### src/hw/rtl/two_tap_modulated_delay_line_core_defines.svh
// Assertion macros shared by the delay line RTL.
`ifndef TWO_TAP_MODULATED_DELAY_LINE_CORE_DEFINES_SVH
`define TWO_TAP_MODULATED_DELAY_LINE_CORE_DEFINES_SVH

`ifndef SYNTHESIS
// checked on every clock edge outside reset
`define TMDL_ASSERT(lbl, prop) \
  lbl: assert property (@(posedge clk) disable iff (!rst_n) prop) \
    else $error("tmdl check failed");
// checked on every clock edge, reset included
`define TMDL_ASSERT_ALWAYS(lbl, prop) \
  lbl: assert property (@(posedge clk) prop) \
    else $error("tmdl check failed");
`else
`define TMDL_ASSERT(lbl, prop)
`define TMDL_ASSERT_ALWAYS(lbl, prop)
`endif

`endif

### src/hw/rtl/tmdl_pkg.sv
`timescale 1ns / 1ps

package tmdl_pkg;

  // fixed field widths
  localparam int MOD_BITS     = 28;
  localparam int DLY_BITS     = 12;
  localparam int CFG_IDX_BITS = 1;

  // configuration register indexes
  typedef enum logic [CFG_IDX_BITS-1:0] {
    REG_DELAY_A = 1'b0,
    REG_DELAY_B = 1'b1
  } cfg_reg_t;

  // per-read "entry was written since reset" flags
  typedef struct packed {
    logic a0;
    logic a1;
    logic b0;
    logic b1;
  } tap_ok_t;

  // pipeline load strobes for the interpolation stages
  typedef struct packed {
    logic ld2;
    logic ld3;
  } pipe_ctl_t;

endpackage

### src/hw/rtl/tmdl_addr.sv
`timescale 1ns / 1ps
`include "two_tap_modulated_delay_line_core_defines.svh"

module tmdl_addr #(
  parameter int DEPTH     = 4096,
  parameter int FRAC_BITS = 16,
  parameter int AW        = 12
) (
  input  logic                                 clk,
  input  logic                                 rst_n,
  input  logic                                 cfg_wr_en,
  input  logic [tmdl_pkg::CFG_IDX_BITS-1:0]    cfg_index,
  input  logic [tmdl_pkg::DLY_BITS-1:0]        cfg_wdata,
  input  logic                                 accept,
  input  logic signed [tmdl_pkg::MOD_BITS-1:0] mod_offset,
  output logic [AW-1:0]                        wp_r,
  output logic [AW-1:0]                        addr_a0,
  output logic [AW-1:0]                        addr_a1,
  output logic [AW-1:0]                        addr_b0,
  output logic [AW-1:0]                        addr_b1,
  output tmdl_pkg::tap_ok_t                    ok_r,
  output logic [FRAC_BITS-1:0]                 frac_r
);

  import tmdl_pkg::*;

  localparam int CW = (AW > DLY_BITS) ? AW : DLY_BITS;

  logic [AW-1:0]          delay_a_r;
  logic [AW-1:0]          delay_b_r;
  logic [AW-1:0]          wp_nxt;
  logic                   full_r;
  logic [CW-1:0]          dly_ext;
  logic [AW-1:0]          dly_clamped;
  logic [MOD_BITS-2:0]    mod_pos;
  logic [AW-1:0]          ip;
  logic [FRAC_BITS-1:0]   frac;
  tap_ok_t                ok_nxt;

  // clamp a written delay to 1..DEPTH-1
  always_comb begin
    dly_ext = CW'(cfg_wdata);
    if (dly_ext > CW'(DEPTH - 1)) begin
      dly_ext = CW'(DEPTH - 1);
    end
    if (dly_ext == '0) begin
      dly_ext = CW'(1);
    end
    dly_clamped = AW'(dly_ext);
  end

  // delay registers
  always_ff @(posedge clk) begin
    if (!rst_n) begin
      delay_a_r <= AW'(1);
      delay_b_r <= AW'(1);
    end else if (cfg_wr_en) begin
      case (cfg_reg_t'(cfg_index))
        REG_DELAY_A: delay_a_r <= dly_clamped;
        REG_DELAY_B: delay_b_r <= dly_clamped;
        default: ;
      endcase
    end
  end

  // negative offset reads as zero; integer part wraps by the depth
  always_comb begin
    mod_pos = mod_offset[MOD_BITS-1] ? '0 : mod_offset[MOD_BITS-2:0];
    ip      = AW'(mod_pos[MOD_BITS-2:FRAC_BITS]);
    frac    = mod_pos[FRAC_BITS-1:0];
  end

  // tap addresses: newer sample and the one before it
  always_comb begin
    addr_a0 = wp_r - delay_a_r - ip;
    addr_a1 = addr_a0 - AW'(1);
    addr_b0 = wp_r - delay_b_r - ip;
    addr_b1 = addr_b0 - AW'(1);
  end

  // an entry holds data once the write pointer has passed it
  always_comb begin
    ok_nxt.a0 = full_r || (addr_a0 < wp_r);
    ok_nxt.a1 = full_r || (addr_a1 < wp_r);
    ok_nxt.b0 = full_r || (addr_b0 < wp_r);
    ok_nxt.b1 = full_r || (addr_b1 < wp_r);
    wp_nxt    = wp_r + AW'(1);
  end

  // write pointer and fill flag
  always_ff @(posedge clk) begin
    if (!rst_n) begin
      wp_r   <= '0;
      full_r <= 1'b0;
    end else if (accept) begin
      wp_r <= wp_nxt;
      if (wp_r == AW'(DEPTH - 1)) begin
        full_r <= 1'b1;
      end
    end
  end

  // side data that travels with the memory read
  always_ff @(posedge clk) begin
    if (accept) begin
      ok_r   <= ok_nxt;
      frac_r <= frac;
    end
  end

  `TMDL_ASSERT(a_wp_hold, (rst_n && !accept) |=> (wp_r == $past(wp_r)))
  `TMDL_ASSERT(a_wp_step, (rst_n && accept) |=> (wp_r == AW'($past(wp_r) + AW'(1))))
  `TMDL_ASSERT(a_full_sticky, (rst_n && full_r) |=> full_r)
  `TMDL_ASSERT(a_delay_nonzero, (delay_a_r != '0) && (delay_b_r != '0))

endmodule

### config.mk
export PLATFORM = sky130hd
export DESIGN_NAME = tmdl_addr
export DESIGN_NICKNAME = d
export VERILOG_FILES = /design/src/hw/rtl/tmdl_pkg.sv /design/src/hw/rtl/tmdl_addr.sv
export VERILOG_INCLUDE_DIRS = /design/src /design/src/hw/rtl
export SDC_FILE = /design/constraint.sdc
export NUM_CORES = 1
export LEC_CHECK = 0
export ABC_CLOCK_PERIOD_IN_PS = 3700
export BUFFER_PORTS_ARGS = -buffer_cell sky130_fd_sc_hd__clkbuf_2
export CORE_AREA = 5 5 115 117
export CTS_CLUSTER_SIZE = 40
export DETAILED_ROUTE_END_ITERATION = 8
export DIE_AREA = 0 0 120 122
export GPL_TIMING_DRIVEN = 0
export PLACE_DENSITY_LB_ADDON = 0.3
export SETUP_SLACK_MARGIN = 0.15
export SLEW_MARGIN = 10
export SYNTH_ARGS = -nofsm -noshare
export SYNTH_HDL_FRONTEND = slang
export SYNTH_SLANG_ARGS = --single-unit
### constraint.sdc
create_clock -name clk -period 3.7 [get_ports clk]
set_input_delay 0.185 -clock clk [delete_from_list [all_inputs] [get_ports clk]]
set_output_delay 0.185 -clock clk [all_outputs]
set_load 0.1 [all_outputs]
**Yosys cells after proc, flatten, opt, wreduce, memory -nomap -nowiden**

Index checks and enable logic that the tools add are counted.

- Muxes and demuxes: 3
- $add $sub $neg: 7
- Bitwise gates (word level): 1
- Equality and inequality tests: 1
- $lt $le $gt $ge: 5
- Reductions and logical operators: 8

Operator list:

| cell | count |
|---|---|
| $lt 12x12->1 | 4 |
| $mux 27 | 1 |
| $mux 12 | 2 |
| $sub 12x1->12 const B | 2 |
| $sub 12x11->12 | 2 |
| $sub 12x12->12 | 2 |
| $add 12x1->12 const B | 1 |
| $eq 12x12->1 const B | 1 |
| $gt 12x12->1 const B | 1 |
| $logic_not 12->1 | 1 |
| $reduce_and 2->1 | 3 |
| $logic_or 1x1->1 | 4 |
| $not 1->1 | 1 |

- Word-level logic and storage cells: 34
- Output and inout bits: 80
- Register bits: 57
- Bits of input ports: 45

**Longest topological paths before layout**

- Depth after elaboration: 5
- Depth in mapped cells: 17
- Gate-level depth less buffers: 16

**Worst setup path after synthesis**

No wires, ideal clock.

- Path kind: register to register
- From: register wp_r[0]
- To: register ok_r[2] in the netlist's numbering (data pin)
- Setup slack: -4.584 ns
- Data arrival time: 8.096 ns
- Library setup time: 0.188 ns
- Stages on the path, launching flop included: 14
- Period minus slack after synthesis: 8.284 ns
- Data required time: 3.512 ns
- Buffers on the path: 0
- Cell sequence: dfxtp_1 > fa_1 > ha_1 > xor2_1 > inv_1 > ha_1 > nand2_1 > nor2_1 > xor2_1 > ha_1 > and4_1 > a221oi_1 > a21oi_1 > o41ai_1

RTL lines:

| what | line | text |
|---|---|---|
| start, declared | tmdl_addr.sv:16 | `output logic [AW-1:0] wp_r,` |
| start signal, assigned | tmdl_addr.sv:96 | `wp_r <= wp_nxt;` |
| end signal, assigned | tmdl_addr.sv:106 | `ok_r <= ok_nxt;` |
| end, declared | tmdl_addr.sv:21 | `output tmdl_pkg::tap_ok_t ok_r,` |

==> results.py <==
metrics = {
    "timing": {
        "layout_setup_ws_ns": -0.3798,
        "setup_viol": 12,
        "max_slew_margin_pct": 51.24,
        "rsz0062_at_grt": "true",
        "tns_ns": -2.562,
        "maxSlewViolCount": 0,
        "finClkSkew_ns": 0.006474,
        "tightest_slew_ns": 0.7313,
        "layout_min_cycle_time_ns": 4.080,
        "hold_violations": 0,
        "post-route-period-util_pct": 110.3,
        "max_freq_mhz": 245.1,
    },
    "cts": {
        "holdBufCountCts": 0,
        "cts_root_buf": "clkbuf_16",
        "cts_buffers": 9,
        "h-tree-depth": 3,
        "cts_tree": "built",
        "clockBufferDepth": 2,
        "clkTransAtPathRegs_ns": 0.06,
        "clk_latency_ns": 0.33,
        "cts.sinks": 57,
    },
    "global_routing": {
        "antenna_found_initial": 0,
        "grt_usage_pct": 24.65,
        "grt_util_met2_pct": 45.59,
        "met1_usage_pct": 29.36,
        "use_met3_pct": 3.714,
        "grt_pass1_wl_um": 28390,
        "grt_overflow": 0,
        "grt_pass1_vias": 5569,
        "grt_max_degree": 27,
        "busiest_layer": "met2",
    },
    "outcome": {
        "outcome": "finished, violations left",
        "violations": "setup timing",
    },
    "job": {
        "drv_cap": 0,
    },
    "logic_synthesis": {
        "syn_inst": 599,
        "synth_area_leader_cell": "ha_1",
        "synth_top_family_by_area": "adder cells",
        "synth-compound-area-share_pct": 16.67,
        "synth_xor_area_share_pct": 8.989,
        "yosysSeqAreaShare_pct": 25.09,
        "ys_ff_latch": 57,
        "postSynthAreaPerCell_um2": 8.923,
        "synth_ff_type": "dfxtp_1",
        "yosys.area_share.adder_pct": 25.33,
        "netlist.area_leader.share_pct": 17.09,
        "yosysWarnings": 0,
        "synth_cell_types": 58,
        "yosysMostFrequentCell": "ha_1",
        "synthTopCellsByCount": "ha_1 (73), nand2_1 (68), inv_1 (55), dfxtp_1 (37), a21oi_1 (34)",
        "async_flop_share_pct": 0,
        "synthTopCellsByArea": "ha_1 (17%), dfxtp_1 (14%), edfxtp_1 (11%)",
        "synthMuxAreaShare_pct": 0.5618,
        "syn_area_mm2": 0.005345,
        "synthSimpleGateAreaFrac_pct": 18.33,
        "synth.net_count": 739,
        "synth_edf_count": 20,
    },
    "place": {
        "pre_cts_ws_ns": -1.546,
        "io_buffers": 123,
        "gp_congestion": 0.9366,
        "placed_area_mm2": 0.006990,
        "hpwl_um": 12600,
    },
    "worst_setup_path": {
        "start_kind": "input pin",
        "r2r_start": "wp_r[0]",
        "ff2ff_setup_slack_ns": -0.35,
        "cp-end-kind": "register",
        "path_cells": "clkbuf_8 -> clkbuf_8 -> buf_4 -> nand2b_1 -> fa_1 -> ha_2 -> nand2_1 -> o21ai_1 -> a311oi_4 -> xnor2_4 -> nor4_4 -> buf_4 -> xor2_4 -> ha_4 -> a21o_1 -> a21o_1 -> a21oi_2 -> a21oi_1 -> o21ai_1",
        "cp_max_fo": 9,
        "slowest_stage": "ha_2",
        "worstPathRequired_ns": 3.89,
        "r2r_end": "ok_r[0]",
        "reg2reg_depth": 19,
        "slowest_delay_ns": 0.48,
        "crit_type": "input pin to register",
        "cp.arrival_ns": 4.27,
    },
    "power": {
        "comb_power_share_pct": 76.2,
        "clockPowerShare_pct": 12.9,
        "p_leak_nw": 3.716,
        "sequentialPowerShare_pct": 10.9,
        "switchingPower_mw": 3.686,
        "vdd_drop_max_v": 0.0003757,
        "power.density_mw_per_mm2": 731.9,
        "p_int_mw": 2.918,
        "swShare_pct": 55.82,
    },
    "die": {
        "coreArea_mm2": 0.01226,
        "die_height_um": 122,
        "initial_utilization_pct": 43.60,
        "io_pins": 125,
        "dieArea_mm2": 0.01464,
        "chipWidth_um": 120,
        "rows": 41,
    },
    "cells_and_area": {
        "finalInstanceArea_mm2": 0.009022,
        "area_growth_pct": 68.80,
        "fill_cells": 738,
        "drive_gt1_share_pct": 48.48,
        "antenna_cells": 0,
        "fin_util_pct": 73.59,
        "fin_nets": 958,
    },
    "hold_path": {
        "min_from": "cfg_wdata[5]",
        "min_path_type": "input pin to register",
        "hold_end": "delay_b_r[5]",
        "holdPathStages": 3,
    },
    "route": {
        "vias_per_cell": 5.666,
        "num_vias": 5513,
        "drt-pass1-iter-count": 5,
        "antenna_left": 0,
        "first_iter_violations": 426,
        "wl_um": 20220,
        "drc": 0,
        "routedWlPerCell_um": 20.78,
    },
}
-- worst max-delay path, delay by kind of cell --
family	cells	cell delay (ns)
AO/OA/AOI/OAI	7	1.26
AND/OR/NAND/NOR	3	0.63
XOR/XNOR	2	0.38
adder cells (fa/ha/maj)	3	1.18
buffers and inverters	4	0.62
-- flip-flops by register name (all words and copies together) (netlist names) --
signal and flops:
frac_r 16, ok_r 4, delay_b_r 12, delay_a_r 12
wp_r 12, full_r 1
-- routing by layer --
layer | up-vias | part of all wire, %
met5 | - | 0
met4 | 0 | 4.5
met3 | 75 | 6.0
met2 | 260 | 53
met1 | 2659 | 37
li1 | 2519 | -
-- kinds of logic (layout without fill, tap and decap cells) --
family	Yosys count	after routing
and+or+nand+nor	188	188
AOI/OAI and AO/OA	133	133
adders and majority gates	95	95
buffers and inverters	69	293
DFF	57	57
xor gates and xnor gates	54	54
muxes	3	3
-- power by group through the flow --
stage               Sequential, mW  Clock, mW  Combinational, mW
floorplan                    0.961          0               3.09
global placement             0.735          0               3.81
detailed placement           0.738          0               3.88
CTS                          0.721      0.849               4.55
global route                 0.724      0.895               5.22
finish                       0.721      0.852               5.03
-- cell type report --
type / instances / area, um^2 / share of cell area (%)
Multi-Input combinational cell: 473 / 5115 / 56.69
Timing Repair Buffer: 208 / 1702 / 18.86
Sequential cell: 57 / 1381 / 15.31
Clock buffer: 13 / 291.5 / 3.231
Inverter: 55 / 232.7 / 2.579
Tap cell: 150 / 187.7 / 2.080
Buffer: 14 / 95.09 / 1.054
Clock inverter: 3 / 17.52 / 0.1941
-- stage by stage --
stage	cells	hold slack (ns)	power [mW]
CTS	949	0.1178	6.122
finish	973	0.1096	6.604
global placement	872	0.4491	4.547
floorplan	599	0.2975	4.047
detailed placement	872	0.4603	4.620
global route	973	0.1131	6.839
-- how the worst max path moves through the flow --
stage / end / slack, ns / startpoint
CTS: ok_r[0] / -0.23 / delay_b_r[0]
detailed placement: ok_r[0] / -1.55 / mod_offset[27]
finish: ok_r[0] / -0.38 / mod_offset[27]
global placement: ok_r[0] / -1.48 / mod_offset[27]
global route: ok_r[2] / -0.48 / wp_r[0]
floorplan: ok_r[0] / -1.52 / wp_r[0]
-- cells in the final DEF (no fill, tap or decap), types with 16 or more instances in the layout --
master     netlist  routed
a21boi_0        28      27
a21o_1          18      16
a21oi_1         34      20
buf_4            0      51
buf_6            1      33
clkbuf_16        0      18
clkbuf_2         0     102
dfxtp_1         37      19
edfxtp_1        20      20
fa_1            22      19
ha_1            73      50
ha_4             0      20
inv_1           55      42
nand2_1         68      63
nor2b_1         27      23
xnor2_1         28      16
xor2_4           0      21
-- what timing repair did --
item	in CTS	in global routing
gates resized for setup	158	64
pin swaps	55	26
cloned	0	0
endpoints found under the setup margin	28	24
buffers inserted	61	24
(Power assumes the default switching activity.)
