[config.mk]
export PLATFORM = sky130hd
export DESIGN_NAME = tmdl_interp
export DESIGN_NICKNAME = d
export VERILOG_FILES = /design/src/hw/rtl/two_tap_modulated_delay_line_core_defines.svh /design/src/hw/rtl/tmdl_pkg.sv /design/src/hw/rtl/tmdl_interp.sv
export SDC_FILE = /design/constraint.sdc
export NUM_CORES = 1
export LEC_CHECK = 0
export ABC_AREA = 1
export BUFFER_PORTS_ARGS = -buffer_cell sky130_fd_sc_hd__buf_2
export CELL_PAD_IN_SITES_DETAIL_PLACEMENT = 1
export CELL_PAD_IN_SITES_GLOBAL_PLACEMENT = 2
export CORE_MARGIN = 1.5
export CORE_UTILIZATION = 42
export DETAILED_ROUTE_END_ITERATION = 8
export HOLD_SLACK_MARGIN = 0.15
export PLACE_DENSITY = 0.93
export SLEW_MARGIN = 20
export SYNTH_ARGS = -nofsm -noshare
export SYNTH_HDL_FRONTEND = slang
export SYNTH_SLANG_ARGS = --single-unit
[constraint.sdc]
create_clock -name clk -period 19.55 [get_ports clk]
set_input_delay 5.865 -clock clk [delete_from_list [all_inputs] [get_ports clk]]
set_output_delay 5.865 -clock clk [all_outputs]
set_load 0.1 [all_outputs]
[src/hw/rtl/two_tap_modulated_delay_line_core_defines.svh]
// Assertion macros shared by the delay line RTL.
`ifndef TWO_TAP_MODULATED_DELAY_LINE_CORE_DEFINES_SVH
`define TWO_TAP_MODULATED_DELAY_LINE_CORE_DEFINES_SVH

`ifndef SYNTHESIS
// checked on every clock edge outside reset
`define TMDL_ASSERT(lbl, prop) \
  lbl: assert property (@(posedge clk) disable iff (!rst_n) prop) \
    else $error("tmdl check failed");
// checked on every clock edge, reset included
`define TMDL_ASSERT_ALWAYS(lbl, prop) \
  lbl: assert property (@(posedge clk) prop) \
    else $error("tmdl check failed");
`else
`define TMDL_ASSERT(lbl, prop)
`define TMDL_ASSERT_ALWAYS(lbl, prop)
`endif

`endif

[src/hw/rtl/tmdl_pkg.sv]
`timescale 1ns / 1ps

package tmdl_pkg;

  // fixed field widths
  localparam int MOD_BITS     = 28;
  localparam int DLY_BITS     = 12;
  localparam int CFG_IDX_BITS = 1;

  // configuration register indexes
  typedef enum logic [CFG_IDX_BITS-1:0] {
    REG_DELAY_A = 1'b0,
    REG_DELAY_B = 1'b1
  } cfg_reg_t;

  // per-read "entry was written since reset" flags
  typedef struct packed {
    logic a0;
    logic a1;
    logic b0;
    logic b1;
  } tap_ok_t;

  // pipeline load strobes for the interpolation stages
  typedef struct packed {
    logic ld2;
    logic ld3;
  } pipe_ctl_t;

endpackage

[src/hw/rtl/tmdl_interp.sv]
`timescale 1ns / 1ps

module tmdl_interp #(
  parameter int SAMPLE_BITS = 24,
  parameter int FRAC_BITS   = 16
) (
  input  logic                          clk,
  input  tmdl_pkg::pipe_ctl_t           ctl,
  input  logic [SAMPLE_BITS-1:0]        rdata0,
  input  logic [SAMPLE_BITS-1:0]        rdata1,
  input  logic                          ok0,
  input  logic                          ok1,
  input  logic [FRAC_BITS-1:0]          frac,
  output logic signed [SAMPLE_BITS-1:0] out_r
);

  import tmdl_pkg::*;

  localparam int PW = SAMPLE_BITS + FRAC_BITS + 2;

  logic signed [SAMPLE_BITS-1:0] r0;
  logic signed [SAMPLE_BITS-1:0] r1;
  logic signed [SAMPLE_BITS:0]   diff;
  logic signed [FRAC_BITS:0]     fs;
  logic signed [PW-1:0]          prod;
  logic signed [PW-1:0]          prod_r;
  logic signed [SAMPLE_BITS-1:0] base_r;

  // unwritten entries read as zero
  // r0*(1-f) + r1*f = r0 + (r1-r0)*f
  always_comb begin
    r0   = ok0 ? $signed(rdata0) : '0;
    r1   = ok1 ? $signed(rdata1) : '0;
    diff = $signed({r1[SAMPLE_BITS-1], r1}) - $signed({r0[SAMPLE_BITS-1], r0});
    fs   = $signed({1'b0, frac});
    prod = diff * fs;
  end

  // product stage
  always_ff @(posedge clk) begin
    if (ctl.ld2) begin
      prod_r <= prod;
      base_r <= r0;
    end
  end

  // floor shift of the product, then add the base sample
  always_ff @(posedge clk) begin
    if (ctl.ld3) begin
      out_r <= base_r + $signed(prod_r[FRAC_BITS +: SAMPLE_BITS]);
    end
  end

endmodule
=== Word level (Yosys, flattened, before mapping) ===
Index checks and enable logic that the tools add are counted.

* $mul: 1
* Add/sub/neg operators: 2
* Mux-type cells: 2

{| class="wikitable"
|+ Operators with widths
! kind !! number
|-
| $mux 24 || 2
|-
| $mul 25x17->40 || 1
|-
| $sub 24x24->25 || 1
|-
| $add 24x24->24 || 1
|}

* Input bits: 69
* Word-level logic and storage cells: 8
* Bits in registers: 88
* Output and inout bits: 24

=== Depth between registers and ports, before layout ===
Gate-level depths: netlist (run 1).

* Word-level depth: 3
* Depth in mapped cells: 43

=== Least setup slack after synthesis (run 1) ===
No wires, ideal clock.

* Path type: input-to-reg
* Start point: input ok0
* End point: register prod_r[39] (data pin)
* Setup slack: 6.675 ns
* Buffers on the path: 2
* Data arrival time: 12.623 ns
* Stages: 36
* Data required time: 19.298 ns
* Cell sequence: clkbuf_1 -> nand2_1 -> inv_1 -> ha_1 -> inv_1 -> fa_1 -> nand2_1 -> nand2_1 -> nand3_1 -> nand2_1 -> nand2_1 -> nand4_1 -> nand2_2 -> inv_1 -> nor2_1 -> inv_1 -> fa_1 -> inv_1 -> fa_1 -> buf_1 -> xor2_1 -> ha_1 -> fa_1 -> inv_1 -> fa_1 -> fa_1 -> inv_1 -> ha_1 -> inv_1 -> nor3_1 -> nand2_1 -> nor2_1 -> and3_1 -> nor2_1 -> nand3_1 -> nand2_1

* Cells in the longest elaborated chain, start to end: 3

{| class="wikitable"
|+ Ends and longest elaborated chain
! element !! RTL line !! text
|-
| start, declared || tmdl_interp.sv:11 || <nowiki>input logic ok0,</nowiki>
|-
| $mux 24 || tmdl_interp.sv:32 || <nowiki>r0 = ok0 ? $signed(rdata0) : '0;</nowiki>
|-
| net r0[0] || tmdl_interp.sv:21 || <nowiki>logic signed [SAMPLE_BITS-1:0] r0;</nowiki>
|-
| $sub 24x24->25 || tmdl_interp.sv:34 || <nowiki>diff = $signed({r1[SAMPLE_BITS-1], r1}) - $signed({r0[SAMPLE_BITS-1], r0});</nowiki>
|-
| $mul 25x17->40 || tmdl_interp.sv:36 || <nowiki>prod = diff * fs;</nowiki>
|-
| net prod[39] || tmdl_interp.sv:25 || <nowiki>logic signed [PW-1:0] prod;</nowiki>
|-
| end signal, assigned || tmdl_interp.sv:42 || <nowiki>prod_r <= prod;</nowiki>
|-
| end, declared || tmdl_interp.sv:26 || <nowiki>logic signed [PW-1:0] prod_r;</nowiki>
|}

The timed path passes the listed nets, and every way through them passes these cells.
A chain may end at the register's enable or synchronous reset.

=== Worst setup path after layout (run 1) ===
Ends and elaborated chain as after synthesis.

==> results_dict.tcl, run 1 <==
set metrics [dict create \
    cts-root-buf "clkbuf_16" \
    critPathLaunchType "input port" \
    grt_overflow_total 0 \
    gp_congestion 0.9650 \
    n_fill_cell 5792 \
    die-area_sq_um 48590 \
    post_cts_buffers 0 \
    grt_pass1_wl_microns 108200 \
    rsz0062_at_grt "no" \
    cts_tree "built" \
    grt_pass1_vias 19210 \
    synth.avg_cell_area_sq_um 7.812 \
    synth_area_sq_um 19860 \
    cp_data_required_time_ns 19.63 \
    fin_nets 3186 \
    synth.distinct_cells 45 \
    critPathMaxFanout 24 \
    final.min_clock_period_ns 14.09 \
    diodes 0 \
    route.detailed.drc 0 \
    cts-htree-levels 3 \
    clk_pin_slew_ns 0.05 \
    path_common_cell "inv_1" \
    core_area_sq_um 46560 \
    finalCritPeriodShare_pct 72.05 \
    initial_core_util_pct 42.65 \
    slew_viol_final 0 \
    ys_ff_latch 72 \
    worstSetupEndpointType "flip-flop" \
    grtUsageTotal_pct 29.68 \
    cts_buffers 9 \
    finalSetupViolations 0 \
    area_growth_pct 6.622 \
    fin_tns_setup_ns 0 \
    fmax_mhz 71.00 \
    cts_hold_buf 0 \
    yosysWarningCount 0 \
    io_pins 93 \
    fin_skew_ns 0.008817 \
    drv_cap 0 \
    antenna_found_initial 0 \
    die_width_microns 220.4 \
    hold_path_class "reg2reg" \
    slowest_delay_ns 0.96 \
    totalWireLength_microns 68980 \
    drt-initial-drc-count 974 \
    route.detailed.wl_per_inst_microns 21.47 \
    portBuffers 92 \
    post_cts_resized 0 \
    arrival_ns 14.17 \
    tightest_slew_ns 1.136 \
    clk-insertion-delay-late_ns 0.33 \
    hold_viol_final 0 \
    drive_above_1_share_pct 6.257 \
    num_rows 79 \
    clock_path_buffers 2 \
    vias 16910 \
    dr.pass1.iters 5 \
    die_h_microns 220.4 \
    syn_nets 3128 \
    crit_family "adder cells" \
    syn_inst 2542 \
    dpl.hpwl_microns 59330 \
    synth-seq-area-share_pct 10.89 \
    grt_max_degree 49 \
    ant_nets 0 \
    worst-path-buf-inv 9 \
    viasPerCell 5.265 \
    cts.sinks 72 \
    status "completed" \
    crit_type "in2reg" \
    crit_slowest_cell "fa_1" \
    slew_headroom_pct 23.99 \
]
[Yosys cell counts (all sizes together)]
| master | count | area, sq um |
|---|---|---|
| xor2 | 35 | 314.1 |
| nand2 | 480 | 1834 |
| fa | 373 | 7467 |
| nand3b | 1 | 7.510 |
| clkinv | 7 | 26.28 |
| xnor2 | 22 | 207.7 |
| nor2 | 305 | 1150 |
| or2 | 29 | 181.4 |
| buf | 11 | 87.58 |
| o211a | 1 | 10.01 |
| a211oi | 3 | 22.52 |
| nand3 | 127 | 645.6 |
| o21bai | 15 | 112.6 |
| o21ai | 49 | 245.2 |
| a31oi | 3 | 18.77 |
| nand4 | 14 | 106.4 |
| and2 | 2 | 12.51 |
| a21oi | 95 | 483.0 |
| o21a | 2 | 15.01 |
| nor3 | 21 | 115.1 |
| inv | 664 | 2492 |
| a21boi | 4 | 33.78 |
| clkbuf | 42 | 157.7 |
| o211ai | 2 | 15.01 |
| o31ai | 1 | 7.510 |
| a21o | 10 | 75.07 |
| and3 | 4 | 25.02 |
| nor4 | 4 | 25.02 |
| edfxtp | 72 | 2162 |
| ha | 144 | 1802 |
[registers in the layout, summed over array words and instances, names as in the netlist]
register and count:
base_r 24, out_r 24, prod_r 24
[logic make-up (layout without fill, tap and decap cells)]
group,count (synthesis),in the layout,synth area share (%)
buffers and inverters,724,787,13.92
AOI/OAI and AO/OA,185,185,5.230
xor gates and xnor gates,57,57,2.627
DFF,72,72,10.89
adders and majority gates,517,517,46.68
and+or+nand+nor,987,987,20.66
[layout make-up]
| class | count | area (sq um) | share of cell area, % |
|---|---|---|---|
| repair buffers | 100 | 520.5 | 2.458 |
| multi-input cells | 1746 | 14930 | 70.52 |
| well taps | 607 | 759.5 | 3.587 |
| clock buffers | 11 | 232.7 | 1.099 |
| inverters | 671 | 2519 | 11.90 |
| clock inverters | 5 | 47.55 | 0.2246 |
| flip-flops and latches | 72 | 2162 | 10.21 |
[layer usage]
metal | up-vias | global-route usage [%] | wire, microns
met2 | 464 | 52.19 | 33880
met4 | 0 | 9.138 | 2164
met1 | 8675 | 37.92 | 29390
met3 | 120 | 3.821 | 3543
met5 | - | 0 | 0
li1 | 7653 | - | -
[layout by cell type, fill, tap and decap left out, types with 3 or more instances in the layout]
master and instances:
fa_1 373, xnor2_1 20, clkinv_1 9, buf_4 8, a21boi_0 3, a211oi_1 3, buf_2 92, and3_1 4
or2_2 20, ha_1 144, nor3_1 19, or2_1 9, a31oi_1 3, o21ai_0 49, o21bai_1 15, xor2_1 34
nand2_1 469, edfxtp_1 72, nand4_2 3, clkbuf_16 9, nand2_2 10, nor2_1 303, nor4_1 4, inv_2 5
inv_1 659, a21o_1 10, nand4_1 11, a21oi_1 93, nand3_1 125
[path summary, 6_finish.rpt]
check / start / to / slack [ns] / cells after the start
setup / recovery: ok0 / prod_r[39]$_DFFE_PP_ / 5.46 / 35
hold / removal: prod_r[16]$_DFFE_PP_ / out_r[0]$_DFFE_PP_ / 0.59 / 1
setup reg to reg: base_r[0]$_DFFE_PP_ / out_r[16]$_DFFE_PP_ / 17.20 / 9
hold reg to reg: prod_r[16]$_DFFE_PP_ / out_r[0]$_DFFE_PP_ / 0.59 / 1
[per-stage QoR]
| step | util, % | hold WS [ns] | cell area, sq um | setup WS, ns | std cells |
|---|---|---|---|---|---|
| global route | 45.48 | 0.6007 | 21170 | 4.792 | 3212 |
| CTS | 45.48 | 0.5890 | 21170 | 5.407 | 3212 |
| global placement | 44.88 | 0.5628 | 20890 | 5.345 | 3196 |
| finish | 45.48 | 0.5875 | 21170 | 5.465 | 3212 |
| floorplan | - | 0.5128 | 19860 | 6.675 | 2542 |
| detailed placement | 44.88 | 0.5667 | 20890 | 5.122 | 3196 |
Power of run 1 is left out: the tool's default activity adds up to more than one toggle a clock period on the data nets, which glitch-free logic cannot reach.
==> run 2: changes to the inputs <==
CORE_UTILIZATION = 35   (was 42)
PLACE_DENSITY = 0.83   (was 0.93)
clock period = 12.55 ns   (was 19.55 ns; I/O delays follow)
==> results_dict.tcl, run 2 (same netlist as run 1, synthesis figures left out) <==
set metrics [dict create \
    slew_viol_final 0 \
    grtUsageTotal_pct 24.53 \
    core_area_sq_um 56280 \
    final_cells 3373 \
    route.detailed.drc 0 \
    antenna_found_initial 0 \
    seqCellArea_sq_um 2162 \
    arrival_ns 11.75 \
    status "completed" \
    dpl.hpwl_microns 59780 \
    path_common_cell "inv_1" \
    die_h_microns 241.2 \
    fmax_mhz 85.46 \
    worstSetupEndpointType "flip-flop" \
    fin_tns_setup_ns 0 \
    ant_nets 0 \
    cp_data_required_time_ns 12.60 \
    die_width_microns 241.2 \
    io_pins 93 \
    grt_pass1_wl_microns 107200 \
    tightest_slew_ns 1.059 \
    drive_above_1_share_pct 6.878 \
    fin_skew_ns 0.008480 \
    totalWireLength_microns 68950 \
    finalSetupViolations 0 \
    critPathLaunchType "input port" \
    slew_headroom_pct 29.40 \
    cts_buffers 9 \
    critPathMaxFanout 24 \
    crit_type "in2reg" \
    clk_pin_slew_ns 0.06 \
    dr.pass1.iters 7 \
    cts-root-buf "clkbuf_16" \
    dp.cells 3357 \
    clk-insertion-delay-late_ns 0.34 \
    final_util_pct 38.23 \
    clock_path_buffers 2 \
    die-area_sq_um 58180 \
    grt_overflow_total 0 \
    num_rows 87 \
    setup_slack_ns 0.8489 \
    route.detailed.wl_per_inst_microns 20.44 \
    cts-htree-levels 3 \
    top_regs "base_r: 24 flops, out_r: 24 flops, prod_r: 24 flops" \
    rsz0062_at_grt "no" \
    final_cell_mix "659 x inv_1, 469 x nand2_1, 372 x fa_1, 303 x nor2_1, 144 x ha_1" \
    multi_input_area_sq_um 14930 \
    final.min_clock_period_ns 11.70 \
    grt_max_degree 49 \
    cts_tree "built" \
    initial_core_util_pct 35.29 \
    hold_viol_final 0 \
    n_fill_cell 6925 \
    dp_worst_setup_slack_ns 0.2135 \
    cts.sinks 72 \
    vias 16680 \
    gp_congestion 0.9273 \
    area_growth_pct 8.355 \
    drv_cap 0 \
    viasPerCell 4.945 \
    grt_pass1_vias 18450 \
    finalCritPeriodShare_pct 93.24 \
    slowest_delay_ns 0.79 \
    fin_nets 3198 \
    final_common_cell "inv_1" \
    hold_path_class "reg2reg" \
    diodes 0 \
    drt-initial-drc-count 869 \
    crit_slowest_cell "fa_2" \
    portBuffers 92 \
]
run 2: changes by cell type in the layout (fill, tap and decap cells not counted):
cell        before  now
fa_1           373  372
clkinv_4         0    2
fa_2             0    1
buf_4            8   20
clkinv_2         2    1
clkinv_1         9    7
clkbuf_1         2    0
clkinvlp_4       0    1
bufinv_16        1    3
run 2: path summary, 6_finish.rpt:
check	to	depth (start not counted)	startpoint	slack [ns]
min reg2reg	out_r[0]$_DFFE_PP_	1	prod_r[16]$_DFFE_PP_	0.57
max reg2reg	out_r[16]$_DFFE_PP_	9	base_r[0]$_DFFE_PP_	10.03
max	prod_r[38]$_DFFE_PP_	34	ok0	0.85
min	out_r[0]$_DFFE_PP_	1	prod_r[16]$_DFFE_PP_	0.57
run 2: timing repair:
action                                  4_1_cts  5_1_grt
endpoints found under the setup margin        0        1
hold buffers                                  0        0
resized for setup                             0        1
endpoints found under the hold margin         0        0
buffers inserted                              0        0
run 2: layout make-up:
cell class	instances	area share [%]
clock buffer	9	1.047
inverter	671	11.71
timing repair buffer	112	2.838
tap	756	4.396
multi-input combinational	1746	69.41
clock inverter	7	0.5582
sequential	72	10.05
run 2: per-layer routing:
metal	wire length, microns	GRT usage (%)	up-vias
li1	-	-	7682
met1	30350	32.40	8600
met2	34010	43.10	337
met3	2955	2.322	59
met4	1641	6.004	0
met5	0	0	-
run 2: critical path, delay by kind of cell:
family                     cells  cell delay, ns
adders and majority gates      8            3.92
and+or+nand+nor               15            2.48
buffers and inverters          9            1.10
AOI/OAI and AO/OA              1            0.26
xor gates and xnor gates       1            0.18
run 2: metrics by stage:
step / cell area [sq um] / hold slack, ns
after floorplan: 19860 / 0.5128
after global placement: 21170 / 0.5755
after detailed placement: 21170 / 0.5551
after CTS: 21510 / 0.5790
after global routing: 21520 / 0.6003
final: 21520 / 0.5679
Power of run 2 is left out for the same reason.
==> run 3: changes to the inputs <==
BUFFER_PORTS_ARGS = -buffer_cell sky130_fd_sc_hd__buf_4   (was -buffer_cell sky130_fd_sc_hd__buf_2)
==> results_dict.tcl, run 3 (same netlist as run 1, synthesis figures left out) <==
set metrics [dict create \
    hold_viol_final 0 \
    ant_nets 0 \
    finalSetupViolations 0 \
    antenna_found_initial 0 \
    slew_viol_final 0 \
    final_cell_mix "659 x inv_1, 469 x nand2_1, 373 x fa_1, 303 x nor2_1, 144 x ha_1" \
    post_cts_buffers 0 \
    critPathLaunchType "input port" \
    cts.sinks 72 \
    cts_buffers 9 \
    route.detailed.drc 0 \
    slew_headroom_pct 25.41 \
    portBuffers 92 \
    final.min_clock_period_ns 11.77 \
    grt_max_degree 49 \
    top_regs "base_r: 24 flops, out_r: 24 flops, prod_r: 24 flops" \
    final_common_cell "inv_1" \
    clk_pin_slew_ns 0.05 \
    viasPerCell 4.973 \
    critPathMaxFanout 24 \
    grt_overflow_total 0 \
    vias 16760 \
    num_rows 87 \
    clk-insertion-delay-late_ns 0.33 \
    initial_core_util_pct 35.29 \
    worstSetupEndpointType "flip-flop" \
    cts-htree-levels 3 \
    die-area_sq_um 58180 \
    grtUsageTotal_pct 24.86 \
    arrival_ns 11.84 \
    gp_congestion 0.9269 \
    drt-initial-drc-count 983 \
    crit_type "in2reg" \
    totalWireLength_microns 69770 \
    io_pins 93 \
    drv_cap 0 \
    tightest_slew_ns 1.118 \
    cts-root-buf "clkbuf_16" \
    cts_tree "built" \
    route.detailed.wl_per_inst_microns 20.71 \
    diodes 0 \
    grt_pass1_vias 18760 \
    die_width_microns 241.2 \
    fmax_mhz 84.99 \
    die_h_microns 241.2 \
    hold_path_class "reg2reg" \
    clock_path_buffers 2 \
    post_cts_resized 0 \
    rsz0062_at_grt "no" \
    cp_data_required_time_ns 12.62 \
    crit_slowest_cell "fa_1" \
    slowest_delay_ns 0.97 \
    path_common_cell "inv_1" \
    fin_tns_setup_ns 0 \
    cts_hold_buf 0 \
    fin_nets 3196 \
    drive_above_1_share_pct 6.506 \
    status "completed" \
    dpl.hpwl_microns 60390 \
    finalCritPeriodShare_pct 93.75 \
    grt_pass1_wl_microns 108400 \
    core_area_sq_um 56280 \
    area_growth_pct 8.915 \
    dr.pass1.iters 5 \
    fin_skew_ns 0.006512 \
]
## run 3: stage by stage
stage	worst slack, ns	hold WS (ns)	instances	instance area, sq um	utilization, %
global placement	0.6454	0.5779	3355	21380	38.00
detailed placement	0.4532	0.6018	3355	21380	38.00
CTS	0.7609	0.6063	3369	21630	38.43
global route	0.2919	0.6198	3369	21630	38.43
finish	0.7843	0.5974	3369	21630	38.43
floorplan	1.775	0.5128	2542	19860	-
## run 3: final cells by class
type / count / area [sq um]
fill: 6922 / 34650
sequential: 72 / 2162
tap: 756 / 945.9
multi-input combinational: 1746 / 14930
clock buffer: 11 / 232.7
inverter: 671 / 2519
clock inverter: 3 / 11.26
timing repair buffer: 110 / 825.8
## run 3: layer usage
layer | GRT usage [%] | share of wire, % | vias to the layer above
met5 | 0 | 0 | -
met4 | 8.030 | 3.4 | 0
met3 | 2.928 | 4.8 | 100
met2 | 43.23 | 49 | 432
met1 | 32.12 | 43 | 8550
li1 | - | - | 7673
## run 3: critical path: cells and delay by family
| kind | cells | cell delay, ns |
|---|---|---|
| AOI/OAI and AO/OA | 1 | 0.33 |
| xor gates and xnor gates | 1 | 0.21 |
| adders and majority gates | 8 | 4.14 |
| buffers and inverters | 9 | 0.96 |
| and+or+nand+nor | 15 | 2.41 |
## run 3: final timing paths
check	start	end	slack [ns]	cells past startpoint
setup / recovery	ok0	prod_r[38]$_DFFE_PP_	0.78	34
hold / removal	base_r[0]$_DFFE_PP_	out_r[0]$_DFFE_PP_	0.60	1
setup reg to reg	prod_r[16]$_DFFE_PP_	out_r[16]$_DFFE_PP_	10.05	9
hold reg to reg	base_r[0]$_DFFE_PP_	out_r[0]$_DFFE_PP_	0.60	1
Power of run 3 is left out for the same reason.
